**src/agl_pkg.sv**
```systemverilog
// Shared constants and types for the gain, gate and limiter block.
`timescale 1ns / 1ps

package agl_pkg;

    localparam int GAIN_W    = 16;
    localparam int FRAC_BITS = 12;
    localparam int LVL_W     = 15;
    localparam int CH_W      = 2;
    localparam int CFG_IDX_W = 3;
    localparam int CFG_DAT_W = 16;

    localparam logic [CH_W-1:0] CH_STEREO = 2'd2;

    typedef enum logic [CFG_IDX_W-1:0] {
        CFG_GAIN      = 3'd0,
        CFG_GATE_EN   = 3'd1,
        CFG_GATE_LVL  = 3'd2,
        CFG_LIMIT_EN  = 3'd3,
        CFG_LIMIT_LVL = 3'd4,
        CFG_CHANNELS  = 3'd5
    } t_cfg_idx;

endpackage

```
**src/agl_gain.sv**
```systemverilog
// Q4.12 gain stage: multiply, round half up, saturate to the sample range.
`timescale 1ns / 1ps

module agl_gain #(
    parameter int SAMPLE_BITS = 16
) (
    input  logic signed [SAMPLE_BITS-1:0]    i_sample,
    input  logic [agl_pkg::GAIN_W-1:0]       i_gain,
    output logic [SAMPLE_BITS-1:0]           o_sample
);

    localparam int PW = SAMPLE_BITS + agl_pkg::GAIN_W + 1;
    localparam logic signed [PW-1:0] RND  = PW'(1) <<< (agl_pkg::FRAC_BITS - 1);
    localparam logic signed [PW-1:0] SMAX = PW'({1'b0, {(SAMPLE_BITS-1){1'b1}}});
    localparam logic signed [PW-1:0] SMIN = ~SMAX;

    logic signed [PW-1:0] w_prod;
    logic signed [PW-1:0] w_sum;
    logic signed [PW-1:0] w_shift;

    assign w_prod  = i_sample * $signed({1'b0, i_gain});
    assign w_sum   = w_prod + RND;
    assign w_shift = w_sum >>> agl_pkg::FRAC_BITS;

    always_comb begin
        if (w_shift > SMAX) begin
            o_sample = SMAX[SAMPLE_BITS-1:0];
        end else if (w_shift < SMIN) begin
            o_sample = SMIN[SAMPLE_BITS-1:0];
        end else begin
            o_sample = w_shift[SAMPLE_BITS-1:0];
        end
    end

endmodule

```
**src/audio_gain_gate_limiter_top.sv**
```systemverilog
// Top level: stereo gain, noise gate, hard limiter and running peak meters.
`timescale 1ns / 1ps

// Takes one frame per clock and returns one result beat per frame, presented
// from the result register once the beat has left the input register. The
// two registers are the input register, and the result register that holds
// the scaled, gated and limited samples with the running peaks, all formed
// in one pass of logic between them. Sustained rate is one frame per cycle.
// The input holds off only while the result register is full and not taken.
// Peaks restart on the frame after one with tlast set. Write configuration
// only while the block is empty.
module audio_gain_gate_limiter_top #(
    parameter int SAMPLE_BITS = 16
) (
    input  logic                                      i_clk,
    input  logic                                      i_rst_n,
    input  logic                                      i_cfg_we,
    input  logic [agl_pkg::CFG_IDX_W-1:0]             i_cfg_idx,
    input  logic [agl_pkg::CFG_DAT_W-1:0]             i_cfg_data,
    input  logic                                      i_s_axis_tvalid,
    output logic                                      o_s_axis_tready,
    // left_in, right_in
    input  logic [((2*SAMPLE_BITS+7)/8)*8-1:0]        i_s_axis_tdata,
    // block_end
    input  logic                                      i_s_axis_tlast,
    output logic                                      o_m_axis_tvalid,
    input  logic                                      i_m_axis_tready,
    // left_out, right_out, peak_left_out, peak_right_out
    output logic [((4*SAMPLE_BITS+7)/8)*8-1:0]        o_m_axis_tdata,
    // block_last
    output logic                                      o_m_axis_tlast
);

    localparam int SB    = SAMPLE_BITS;
    localparam int OUT_W = ((4*SAMPLE_BITS+7)/8)*8;
    localparam int CW    = ((SB + 1 > agl_pkg::LVL_W + 1) ? SB + 1 : agl_pkg::LVL_W + 1) + 1;
    localparam int LW    = ((SB > agl_pkg::LVL_W) ? SB : agl_pkg::LVL_W) + 1;

    logic [agl_pkg::GAIN_W-1:0]  r_gain;
    logic                        r_gate_en;
    logic [agl_pkg::LVL_W-1:0]   r_gate_lvl;
    logic                        r_lim_en;
    logic [agl_pkg::LVL_W-1:0]   r_lim_lvl;
    logic [agl_pkg::CH_W-1:0]    r_ch;

    logic                        w_adv;
    logic                        r_in_vld, r_out_vld;
    logic [SB-1:0]               r_in_l, r_in_r;
    logic                        r_in_last, r_out_last;
    logic [SB-1:0]               w_g_l, w_g_r;
    logic [SB-1:0]               r_pk_l, r_pk_r;
    logic [SB-1:0]               r_o_l, r_o_r, r_o_pl, r_o_pr;

    logic                        w_stereo;
    logic [SB-1:0]               w_s_r;
    logic [SB-1:0]               w_mag_l, w_mag_r;
    logic                        w_gated;
    logic [SB-1:0]               w_gl, w_gr, w_gmag_l, w_gmag_r;
    logic [SB-1:0]               w_lim, w_lim_neg;
    logic                        w_over_l, w_over_r;
    logic [SB-1:0]               w_fl, w_fr, w_fmag_l, w_fmag_r;
    logic [SB-1:0]               w_pk_l, w_pk_r;

    always_ff @(posedge i_clk) begin
        if (!i_rst_n) begin
            r_gain     <= agl_pkg::GAIN_W'(4096);
            r_gate_en  <= 1'b0;
            r_gate_lvl <= agl_pkg::LVL_W'(328);
            r_lim_en   <= 1'b0;
            r_lim_lvl  <= agl_pkg::LVL_W'(29204);
            r_ch       <= agl_pkg::CH_STEREO;
        end else if (i_cfg_we) begin
            case (agl_pkg::t_cfg_idx'(i_cfg_idx))
                agl_pkg::CFG_GAIN:      r_gain     <= i_cfg_data;
                agl_pkg::CFG_GATE_EN:   r_gate_en  <= i_cfg_data[0];
                agl_pkg::CFG_GATE_LVL:  r_gate_lvl <= i_cfg_data[agl_pkg::LVL_W-1:0];
                agl_pkg::CFG_LIMIT_EN:  r_lim_en   <= i_cfg_data[0];
                agl_pkg::CFG_LIMIT_LVL: r_lim_lvl  <= i_cfg_data[agl_pkg::LVL_W-1:0];
                agl_pkg::CFG_CHANNELS:  r_ch       <= i_cfg_data[agl_pkg::CH_W-1:0];
                default: begin
                end
            endcase
        end
    end

    assign w_adv           = !r_out_vld || i_m_axis_tready;
    assign o_s_axis_tready = w_adv;

    // advance all stages together
    always_ff @(posedge i_clk) begin
        if (!i_rst_n) begin
            r_in_vld  <= 1'b0;
            r_out_vld <= 1'b0;
        end else if (w_adv) begin
            r_in_vld  <= i_s_axis_tvalid;
            r_out_vld <= r_in_vld;
        end
    end

    always_ff @(posedge i_clk) begin
        if (w_adv) begin
            r_in_l     <= i_s_axis_tdata[SB-1:0];
            r_in_r     <= i_s_axis_tdata[2*SB-1:SB];
            r_in_last  <= i_s_axis_tlast;
            r_o_l      <= w_fl;
            r_o_r      <= w_fr;
            r_o_pl     <= w_pk_l;
            r_o_pr     <= w_pk_r;
            r_out_last <= r_in_last;
        end
    end

    agl_gain #(.SAMPLE_BITS(SB)) u_gain_l (
        .i_sample (r_in_l),
        .i_gain   (r_gain),
        .o_sample (w_g_l)
    );

    agl_gain #(.SAMPLE_BITS(SB)) u_gain_r (
        .i_sample (r_in_r),
        .i_gain   (r_gain),
        .o_sample (w_g_r)
    );

    assign w_stereo = (r_ch == agl_pkg::CH_STEREO);
    assign w_s_r    = w_stereo ? w_g_r : '0;
    assign w_mag_l  = w_g_l[SB-1] ? (~w_g_l + 1'b1) : w_g_l;
    assign w_mag_r  = w_s_r[SB-1] ? (~w_s_r + 1'b1) : w_s_r;

    always_comb begin
        if (w_stereo) begin
            w_gated = r_gate_en &&
                      ((CW'(w_mag_l) + CW'(w_mag_r)) < CW'({r_gate_lvl, 1'b0}));
        end else begin
            w_gated = r_gate_en && (CW'(w_mag_l) < CW'(r_gate_lvl));
        end
    end

    assign w_gl     = w_gated ? '0 : w_g_l;
    assign w_gr     = w_gated ? '0 : w_s_r;
    assign w_gmag_l = w_gated ? '0 : w_mag_l;
    assign w_gmag_r = w_gated ? '0 : w_mag_r;

    assign w_lim     = SB'(r_lim_lvl);
    assign w_lim_neg = ~w_lim + 1'b1;
    assign w_over_l  = r_lim_en && (LW'(w_gmag_l) > LW'(r_lim_lvl));
    assign w_over_r  = r_lim_en && (LW'(w_gmag_r) > LW'(r_lim_lvl));

    assign w_fl      = w_over_l ? (w_gl[SB-1] ? w_lim_neg : w_lim) : w_gl;
    assign w_fr      = w_over_r ? (w_gr[SB-1] ? w_lim_neg : w_lim) : w_gr;
    assign w_fmag_l  = w_over_l ? w_lim : w_gmag_l;
    assign w_fmag_r  = w_over_r ? w_lim : w_gmag_r;

    assign w_pk_l = (w_fmag_l > r_pk_l) ? w_fmag_l : r_pk_l;
    always_comb begin
        if (w_stereo) begin
            w_pk_r = (w_fmag_r > r_pk_r) ? w_fmag_r : r_pk_r;
        end else begin
            w_pk_r = w_pk_l;
        end
    end

    // restart peaks after the last frame of a block
    always_ff @(posedge i_clk) begin
        if (!i_rst_n) begin
            r_pk_l <= '0;
            r_pk_r <= '0;
        end else if (w_adv && r_in_vld) begin
            r_pk_l <= r_in_last ? '0 : w_pk_l;
            r_pk_r <= r_in_last ? '0 : w_pk_r;
        end
    end

    assign o_m_axis_tvalid = r_out_vld;
    assign o_m_axis_tlast  = r_out_last;
    assign o_m_axis_tdata  = OUT_W'({r_o_pr, r_o_pl, r_o_r, r_o_l});

endmodule

```
**config.mk**
```make
export PLATFORM = sky130hd
export DESIGN_NAME = audio_gain_gate_limiter_top
export DESIGN_NICKNAME = d
export VERILOG_FILES = /design/src/agl_pkg.sv /design/src/agl_gain.sv /design/src/audio_gain_gate_limiter_top.sv
export SDC_FILE = /design/constraint.sdc
export NUM_CORES = 2
export LEC_CHECK = 0
export BUFFER_PORTS_ARGS = -buffer_cell sky130_fd_sc_hd__buf_2
export CORE_UTILIZATION = 43
export CTS_BUF_LIST = sky130_fd_sc_hd__clkbuf_4 sky130_fd_sc_hd__clkbuf_8
export DETAILED_ROUTE_END_ITERATION = 10
export PLACE_DENSITY = 0.62
export SLEW_MARGIN = 20
export SYNTH_ARGS = -nofsm -noshare
export SYNTH_HDL_FRONTEND = slang
export SYNTH_SLANG_ARGS = --single-unit
```
**constraint.sdc**
```tcl
create_clock -name i_clk -period 44.7 [get_ports i_clk]
set_clock_uncertainty 0.2 [all_clocks]
set_input_delay 0 -clock i_clk [delete_from_list [all_inputs] [get_ports i_clk]]
set_output_delay 0 -clock i_clk [all_outputs]
set_load 0.03 [all_outputs]
```
* Word level (Yosys, flattened, before mapping)
Index checks and enable logic that the tools add are counted.
** Word-level totals
- Word-level logic and storage cells :: 82
- Register bits :: 182
- Bits in read-only memories :: 0
- Memories kept :: 0
- Latch bits :: 0
- Memory bits (writable) :: 0
** Cells by class
- Shifts and indexed selects :: 0
- $add $sub $neg :: 6
- Multiplexer cells :: 23
- Bitwise logic cells :: 3
- Multipliers :: 2
- $lt $le $gt $ge :: 10
- Div/mod/pow operators :: 0
- Equality and inequality tests :: 6
- Reduce and logical (&&, ||, !) cells :: 14
** Operators with widths (number)
- two-way mux 16 bit :: 22
- adder 33 x 13 -> 33 bit (second input constant) :: 2
- multiplier 16 x 17 -> 33 bit :: 2
- adder 16 x 1 -> 16 bit (second input constant) :: 3
- > comparator 21 x 16 -> 1 bit (second input constant) :: 2
- < comparator 21 x 16 -> 1 bit (second input constant) :: 2
- > comparator 16 x 15 -> 1 bit :: 2
- > comparator 16 bit :: 2
- NOT 16 bit :: 2
- adder 16 x 16 -> 17 bit :: 1
- < comparator 17 x 16 -> 1 bit :: 1
- < comparator 16 x 15 -> 1 bit :: 1
- NOT 15 -> 16 bit :: 1
- AND reduction 2 bit :: 6
- equality test 3 x 2 -> 1 bit (second input constant) :: 2
- equality test 3 bit (second input constant) :: 2
- logical AND 1 bit :: 5
- equality test 3 x 1 -> 1 bit (second input constant) :: 1
- zero test 3 bit :: 1
- equality test 2 bit (second input constant) :: 1
- zero test 1 bit :: 1
- logical OR 1 bit :: 1
- two-way mux 1 bit :: 1

* Depth between registers and ports, before layout
- Depth after elaboration :: 21
- Gate-level depth with buffers :: 82

* By module
Synthesis repeated with hierarchy kept, for this count alone.
** Unflattened totals
- Cell total of the unflattened synthesis :: 3268
- Area, all modules :: 29210.5 µm²
** By module, submodules not included
- audio_gain_gate_limiter_top :: area an instance 11591.1 µm², cells each 1233, times used 1
- agl_gain (u_gain_l) :: area an instance 8822.2 µm², cells each 1015, times used 1
- agl_gain (u_gain_r) :: area an instance 8797.2 µm², cells each 1020, times used 1

* Worst setup path before layout
No wires, ideal clock.
- Path type :: flip-flop to flip-flop
- Start point :: register r_in_l[7]
- End point :: register r_o_pr[4], data pin
- Path slack :: 27.493 ns
- Stages on the path, launching flop included :: 80
- Path buffers :: 10
- Clock period less this slack :: 17.207 ns
- Data arrival time :: 16.746 ns
- Setup time :: 0.261 ns
- Path through :: edfxtp_1 -> clkbuf_1 -> nand2_1 -> fa_1 -> inv_1 -> fa_1 -> inv_1 -> fa_1 -> inv_1 -> fa_1 -> fa_1 -> inv_1 -> fa_1 -> inv_1 -> ha_1 -> a21o_1 -> a2111oi_2 -> o21ai_1 -> (+44 left out) -> and2_0 -> clkbuf_1 -> clkbuf_1 -> o22ai_1 -> ha_1 -> a21o_1 -> a21o_1 -> a21o_1 -> a21o_1 -> a21o_1 -> a21o_1 -> a221oi_1 -> a31o_2 -> clkbuf_1 -> nor4_1 -> a221oi_1 -> nor2_1 -> a221o_1
** Between the ends
- Cells in the longest elaborated chain, start to end :: 19
** RTL lines
- start, declared :: line audio_gain_gate_limiter_top.sv:48 : logic [SB-1:0] r_in_l, r_in_r;
- start signal, assigned :: line audio_gain_gate_limiter_top.sv:102 : r_in_l <= i_s_axis_tdata[SB-1:0];
- multiplier 16 x 17 -> 33 bit * :: line agl_gain.sv:21 : assign w_prod = i_sample * $signed({1'b0, i_gain});
- adder 33 x 13 -> 33 bit * :: line agl_gain.sv:22 : assign w_sum = w_prod + RND;
- < comparator 21 x 16 -> 1 bit :: line agl_gain.sv:28 : end else if (w_shift < SMIN) begin
- two-way mux 16 bit :: line agl_gain.sv:28
- two-way mux 16 bit * :: line agl_gain.sv:26 : if (w_shift > SMAX) begin
- NOT 16 bit :: line audio_gain_gate_limiter_top.sv:127 : assign w_mag_l = w_g_l[SB-1] ? (~w_g_l + 1'b1) : w_g_l;
- adder 16 x 1 -> 16 bit :: line audio_gain_gate_limiter_top.sv:127
- two-way mux 16 bit * :: line audio_gain_gate_limiter_top.sv:127
- (+4 left out)
- two-way mux 16 bit, on equally long branches :: line audio_gain_gate_limiter_top.sv:141, audio_gain_gate_limiter_top.sv:142
- > comparator 16 x 15 -> 1 bit, on equally long branches :: line audio_gain_gate_limiter_top.sv:146, audio_gain_gate_limiter_top.sv:147
- logical AND 1 bit, on equally long branches :: line audio_gain_gate_limiter_top.sv:146, audio_gain_gate_limiter_top.sv:147
- two-way mux 16 bit, on equally long branches :: line audio_gain_gate_limiter_top.sv:151, audio_gain_gate_limiter_top.sv:152
- > comparator 16 bit, on equally long branches :: line audio_gain_gate_limiter_top.sv:154, audio_gain_gate_limiter_top.sv:157
- two-way mux 16 bit, on equally long branches :: line audio_gain_gate_limiter_top.sv:154, audio_gain_gate_limiter_top.sv:157
- two-way mux 16 bit * :: line audio_gain_gate_limiter_top.sv:156 : if (w_stereo) begin
- named net w_pk_r[4] :: line audio_gain_gate_limiter_top.sv:62 : logic [SB-1:0] w_pk_l, w_pk_r;
- end signal, assigned :: line audio_gain_gate_limiter_top.sv:108 : r_o_pr <= w_pk_r;
- end, declared :: line audio_gain_gate_limiter_top.sv:52 : logic [SB-1:0] r_o_l, r_o_r, r_o_pl, r_o_pr;
Mark *: on every way through the listed nets, which the timed path passes. The rest lies on a longest branch.
A chain may end at the register's enable or synchronous reset.

* Final worst setup path
- Start point :: register r_gain[1] in the netlist's numbering
- End point :: register r_pk_l[14]
** Between the ends
- Cells in the longest elaborated chain, start to end :: 20
** RTL lines
- start, declared :: line audio_gain_gate_limiter_top.sv:39 : logic [agl_pkg::GAIN_W-1:0] r_gain;
- start signal, assigned :: line audio_gain_gate_limiter_top.sv:66 : r_gain <= agl_pkg::GAIN_W'(4096);
- start signal, assigned :: line audio_gain_gate_limiter_top.sv:74 : agl_pkg::CFG_GAIN: r_gain <= i_cfg_data;
- multiplier 16 x 17 -> 33 bit :: line agl_gain.sv:21
- adder 33 x 13 -> 33 bit :: line agl_gain.sv:22
- < comparator 21 x 16 -> 1 bit :: line agl_gain.sv:28
- two-way mux 16 bit :: line agl_gain.sv:28
- two-way mux 16 bit :: line agl_gain.sv:26
- two-way mux 16 bit :: line audio_gain_gate_limiter_top.sv:126 : assign w_s_r = w_stereo ? w_g_r : '0;
- NOT 16 bit :: line audio_gain_gate_limiter_top.sv:128 : assign w_mag_r = w_s_r[SB-1] ? (~w_s_r + 1'b1) : w_s_r;
- adder 16 x 1 -> 16 bit :: line audio_gain_gate_limiter_top.sv:128
- (+4 left out)
- two-way mux 1 bit :: line audio_gain_gate_limiter_top.sv:131 : if (w_stereo) begin
- two-way mux 16 bit * :: line audio_gain_gate_limiter_top.sv:141 : assign w_gmag_l = w_gated ? '0 : w_mag_l;
- > comparator 16 x 15 -> 1 bit :: line audio_gain_gate_limiter_top.sv:146 : assign w_over_l = r_lim_en && (LW'(w_gmag_l) > LW'(r_lim_lvl));
- logical AND 1 bit :: line audio_gain_gate_limiter_top.sv:146
- two-way mux 16 bit * :: line audio_gain_gate_limiter_top.sv:151 : assign w_fmag_l = w_over_l ? w_lim : w_gmag_l;
- > comparator 16 bit :: line audio_gain_gate_limiter_top.sv:154 : assign w_pk_l = (w_fmag_l > r_pk_l) ? w_fmag_l : r_pk_l;
- two-way mux 16 bit * :: line audio_gain_gate_limiter_top.sv:154
- two-way mux 16 bit * :: line audio_gain_gate_limiter_top.sv:169 : r_pk_l <= r_in_last ? '0 : w_pk_l;
- end signal, assigned :: line audio_gain_gate_limiter_top.sv:169
- end, declared :: line audio_gain_gate_limiter_top.sv:51 : logic [SB-1:0] r_pk_l, r_pk_r;
Every way passes the cells marked *; elsewhere a longest branch is shown, timed or not.

==> impl_results.md <==
- Mapped Cells: 3,515
- Clock buffer count from CTS: 17
- CTS tree: done
- Die extent in y: 268 µm
- Main synth FF type: edfxtp_1
- Synthesized area per cell: 8.63 µm²
- Share of layout cells above drive strength 1: 6.81%
- Dpl hpwl: 71,800 µm
- Initial drt markers: 2,134
- First-pass GRT wire length: 148,000 µm
- Synth area leaders: fa_1 (26%), ha_1 (14%), edfxtp_1 (9.7%)
- Cell taking the most area after synthesis: fa_1
- Seq cells post-synth: 182
- Seq/Total Area, Yosys: 15.2%
- Top Ports: 124
- Tot Pwr: 1.19 mW
- Final setup vio count: 0
- Setup WS post-layout: 24.25 ns
- H-tree depth: 4
- Hold/Removal Path Class: input pin to register
- Clock Sinks: 182
- PwrDens: 35.5 nW/µm²
- Slew at the pin closest to its max-slew limit: 1.03 ns
- Slew Limit Headroom: 31.7%
- CP endpoint kind: register
- Required @ worst endpoint: 45.01 ns
- Worst-path clk slew: 0.13 ns
- Synth Area in Adders: 39.8%
- GP Congestion: 0.974
- Post-Syn Area: 30,300 µm²
- First-pass DRT Iterations: 7
- Vias in the first global route: 25,600
- Maximum vdd ir drop: 0.0423 mV
- Pre-CTS setup slack: 24.58 ns
- Clk Latency, worst-skew pair: 0.60 ns
- Worst EP arrival: 20.76 ns
- DR WL/cell: 20.4 µm
- Clock Tree Buf Depth: 2
- Routed Antenna Nets: 0
- Setup TNS: 0 ns
- Post-CTS Setup Inserts: 0
- Setup Crit Path Kind: register to register
- Leak: 15.8 nW
- Post-synth EDFFs: 98
- Top-count cell post-synth: inv_1
- Port buffer count: 123
- Startpoint Class: register
- Number of max-cap violations: 0
- Cell Rows: 97
- Final hold vios: 0
- Synth cell count leaders: inv_1 (581), nand2_1 (469), fa_1 (389), ha_1 (342), and2_1 (247)
- Vias/cell: 5.52
- Largest family of logic cells by synthesized area: adder cells
- # resized after CTS: 0
- Final wirelength: 93,800 µm
- Worst Path Max Fanout: 54
- Hold_ws: 0.0955 ns
- Synth unique cells: 99
- Area Overhead vs Synth: 10.0%
- Routed vias: 25,400
- Starting density of the core: 43.4%
- Post-synth top area share: 25.7%
- Slowest CP cell: dfxtp_1
- Antenna cells: 0
- Core area: 69,900 µm²
- Global route overflow: 0
- Xor/xnor share of the synthesized area: 2.66%
- Post-synthesis simple-gate area fraction: 18.4%
- Largest net degree at the start of global routing: 71
- Achievable frequency: 0.0489 GHz
- Unrepaired setup endpoints after global routing: no
- Status: completed
- Root Driver: clkbuf_8
- Mux cell area share after synthesis: 0.668%
- CP dominant cell by count: a21o_1
- Crit path largest cell delay: 0.91 ns
- Initial antenna violation count: 0
- Period utilization: 45.8%
- GRT Total Usage: 27.1%
- DR DRC count: 0
- Crit path time final: 20.45 ns
- Fin. max-slew vios: 0
- Post-synthesis compound-gate area fraction: 14.0%
- Ys Warns: 0
- # nets final: 4,433
- Ys async rst share: 0%
- Die area: 71,600 µm²
- Die width: 268 µm
- Synth Net Count: 4,303
[layout make-up]
cell class | count | area [µm²]
multi-input cells | 2586 | 22900
clock buffers | 17 | 234
repair buffers | 273 | 2030
flip-flops and latches | 182 | 4630
well taps | 940 | 1180
clock inverters | 15 | 206
inverters | 585 | 2200
fillers | 6936 | 36500
[cell families (layout without fill, tap and decap cells)]
kind of cell / Yosys count / count (layout)
XOR/XNOR: 92 / 92
AO/OA/AOI/OAI: 615 / 615
adder cells (fa/ha/maj): 731 / 731
AND/OR/NAND/NOR: 1129 / 1129
buffers and inverters: 747 / 890
flip-flops: 182 / 182
multiplexers: 19 / 19
[stage by stage]
step,utilization (%),cells,instance area (µm²)
2_1_floorplan,-,3515,30300
3_3_place_gp,45.5,4452,31800
3_5_place_dp,45.5,4452,31800
4_1_cts,47.7,4598,33400
5_1_grt,47.7,4598,33400
6_report,47.7,4598,33400
[flip-flops by register name, indices dropped and copies added (netlist names), 2 cells and up]
name        cells
r_pk_l         16
r_o_r          16
r_o_l          16
r_in_l         16
r_ch            2
r_lim_lvl      15
r_pk_r         16
r_in_r         16
r_o_pl         16
r_gain         16
r_gate_lvl     15
r_o_pr         16
[report_power, final]
part | switching, mW | internal, mW
Sequential | 0.0248 | 0.215
Combinational | 0.512 | 0.300
Clock | 0.0880 | 0.0455
[worst max-delay path, delay by kind of cell, from the launching register on]
family	cells	cell delay, ns
buffers and inverters	8	1.66
AO/OA/AOI/OAI	41	10.31
AND/OR/NAND/NOR	9	2.05
flip-flops	1	0.91
adder cells (fa/ha/maj)	12	5.02
XOR/XNOR	1	0.16
[repair_timing]
| action | in CTS | in global routing |
|---|---|---|
| setup endpoints to repair | 0 | 0 |
| hold buffers | 114 | 0 |
| hold endpoints to repair | 100 | 0 |
[cells in the final DEF, fill, tap and decap left out, drive strengths merged, types with 27 or more instances in the layout]
| cell type | netlist | final |
|---|---|---|
| a21boi | 40 | 40 |
| a21oi | 125 | 125 |
| and2 | 250 | 250 |
| nand2b | 28 | 28 |
| o211ai | 27 | 27 |
| dfxtp | 84 | 84 |
| nand2 | 469 | 469 |
| ha | 342 | 342 |
| nor2b | 39 | 39 |
| a21o | 55 | 55 |
| nor3 | 34 | 34 |
| fa | 389 | 389 |
| xnor2 | 65 | 65 |
| xor2 | 27 | 27 |
| nand3 | 35 | 35 |
| nand4 | 38 | 38 |
| edfxtp | 98 | 98 |
| buf | 12 | 159 |
| nor2 | 140 | 140 |
| o22ai | 29 | 29 |
| dlygate4sd3 | 0 | 114 |
| o21ai | 129 | 129 |
| inv | 583 | 594 |
[per-layer routing]
layer | global-route usage (%) | vias up | share of wire [%]
li1 | - | 11800 | -
met5 | 0 | - | 0
met4 | 12.4 | 0 | 4.8
met3 | 3.54 | 210 | 6.1
met1 | 36.1 | 12500 | 43
met2 | 43.7 | 918 | 46
[final timing paths]
path / startpoint / to / slack (ns) / cells past startpoint
max: r_gain[1]$_SDFFE_PN0P_ / r_pk_l[14]$_SDFFE_PN0P_ / 24.25 / 71
max reg2reg: r_gain[1]$_SDFFE_PN0P_ / r_pk_l[14]$_SDFFE_PN0P_ / 24.25 / 71
min reg2reg: r_gain[10]$_SDFFE_PN0P_ / r_gain[10]$_SDFFE_PN0P_ / 0.28 / 2
min: i_cfg_data[1] / r_ch[1]$_SDFFE_PN1P_ / 0.1 / 4
Power figures use the tool's default switching activity.
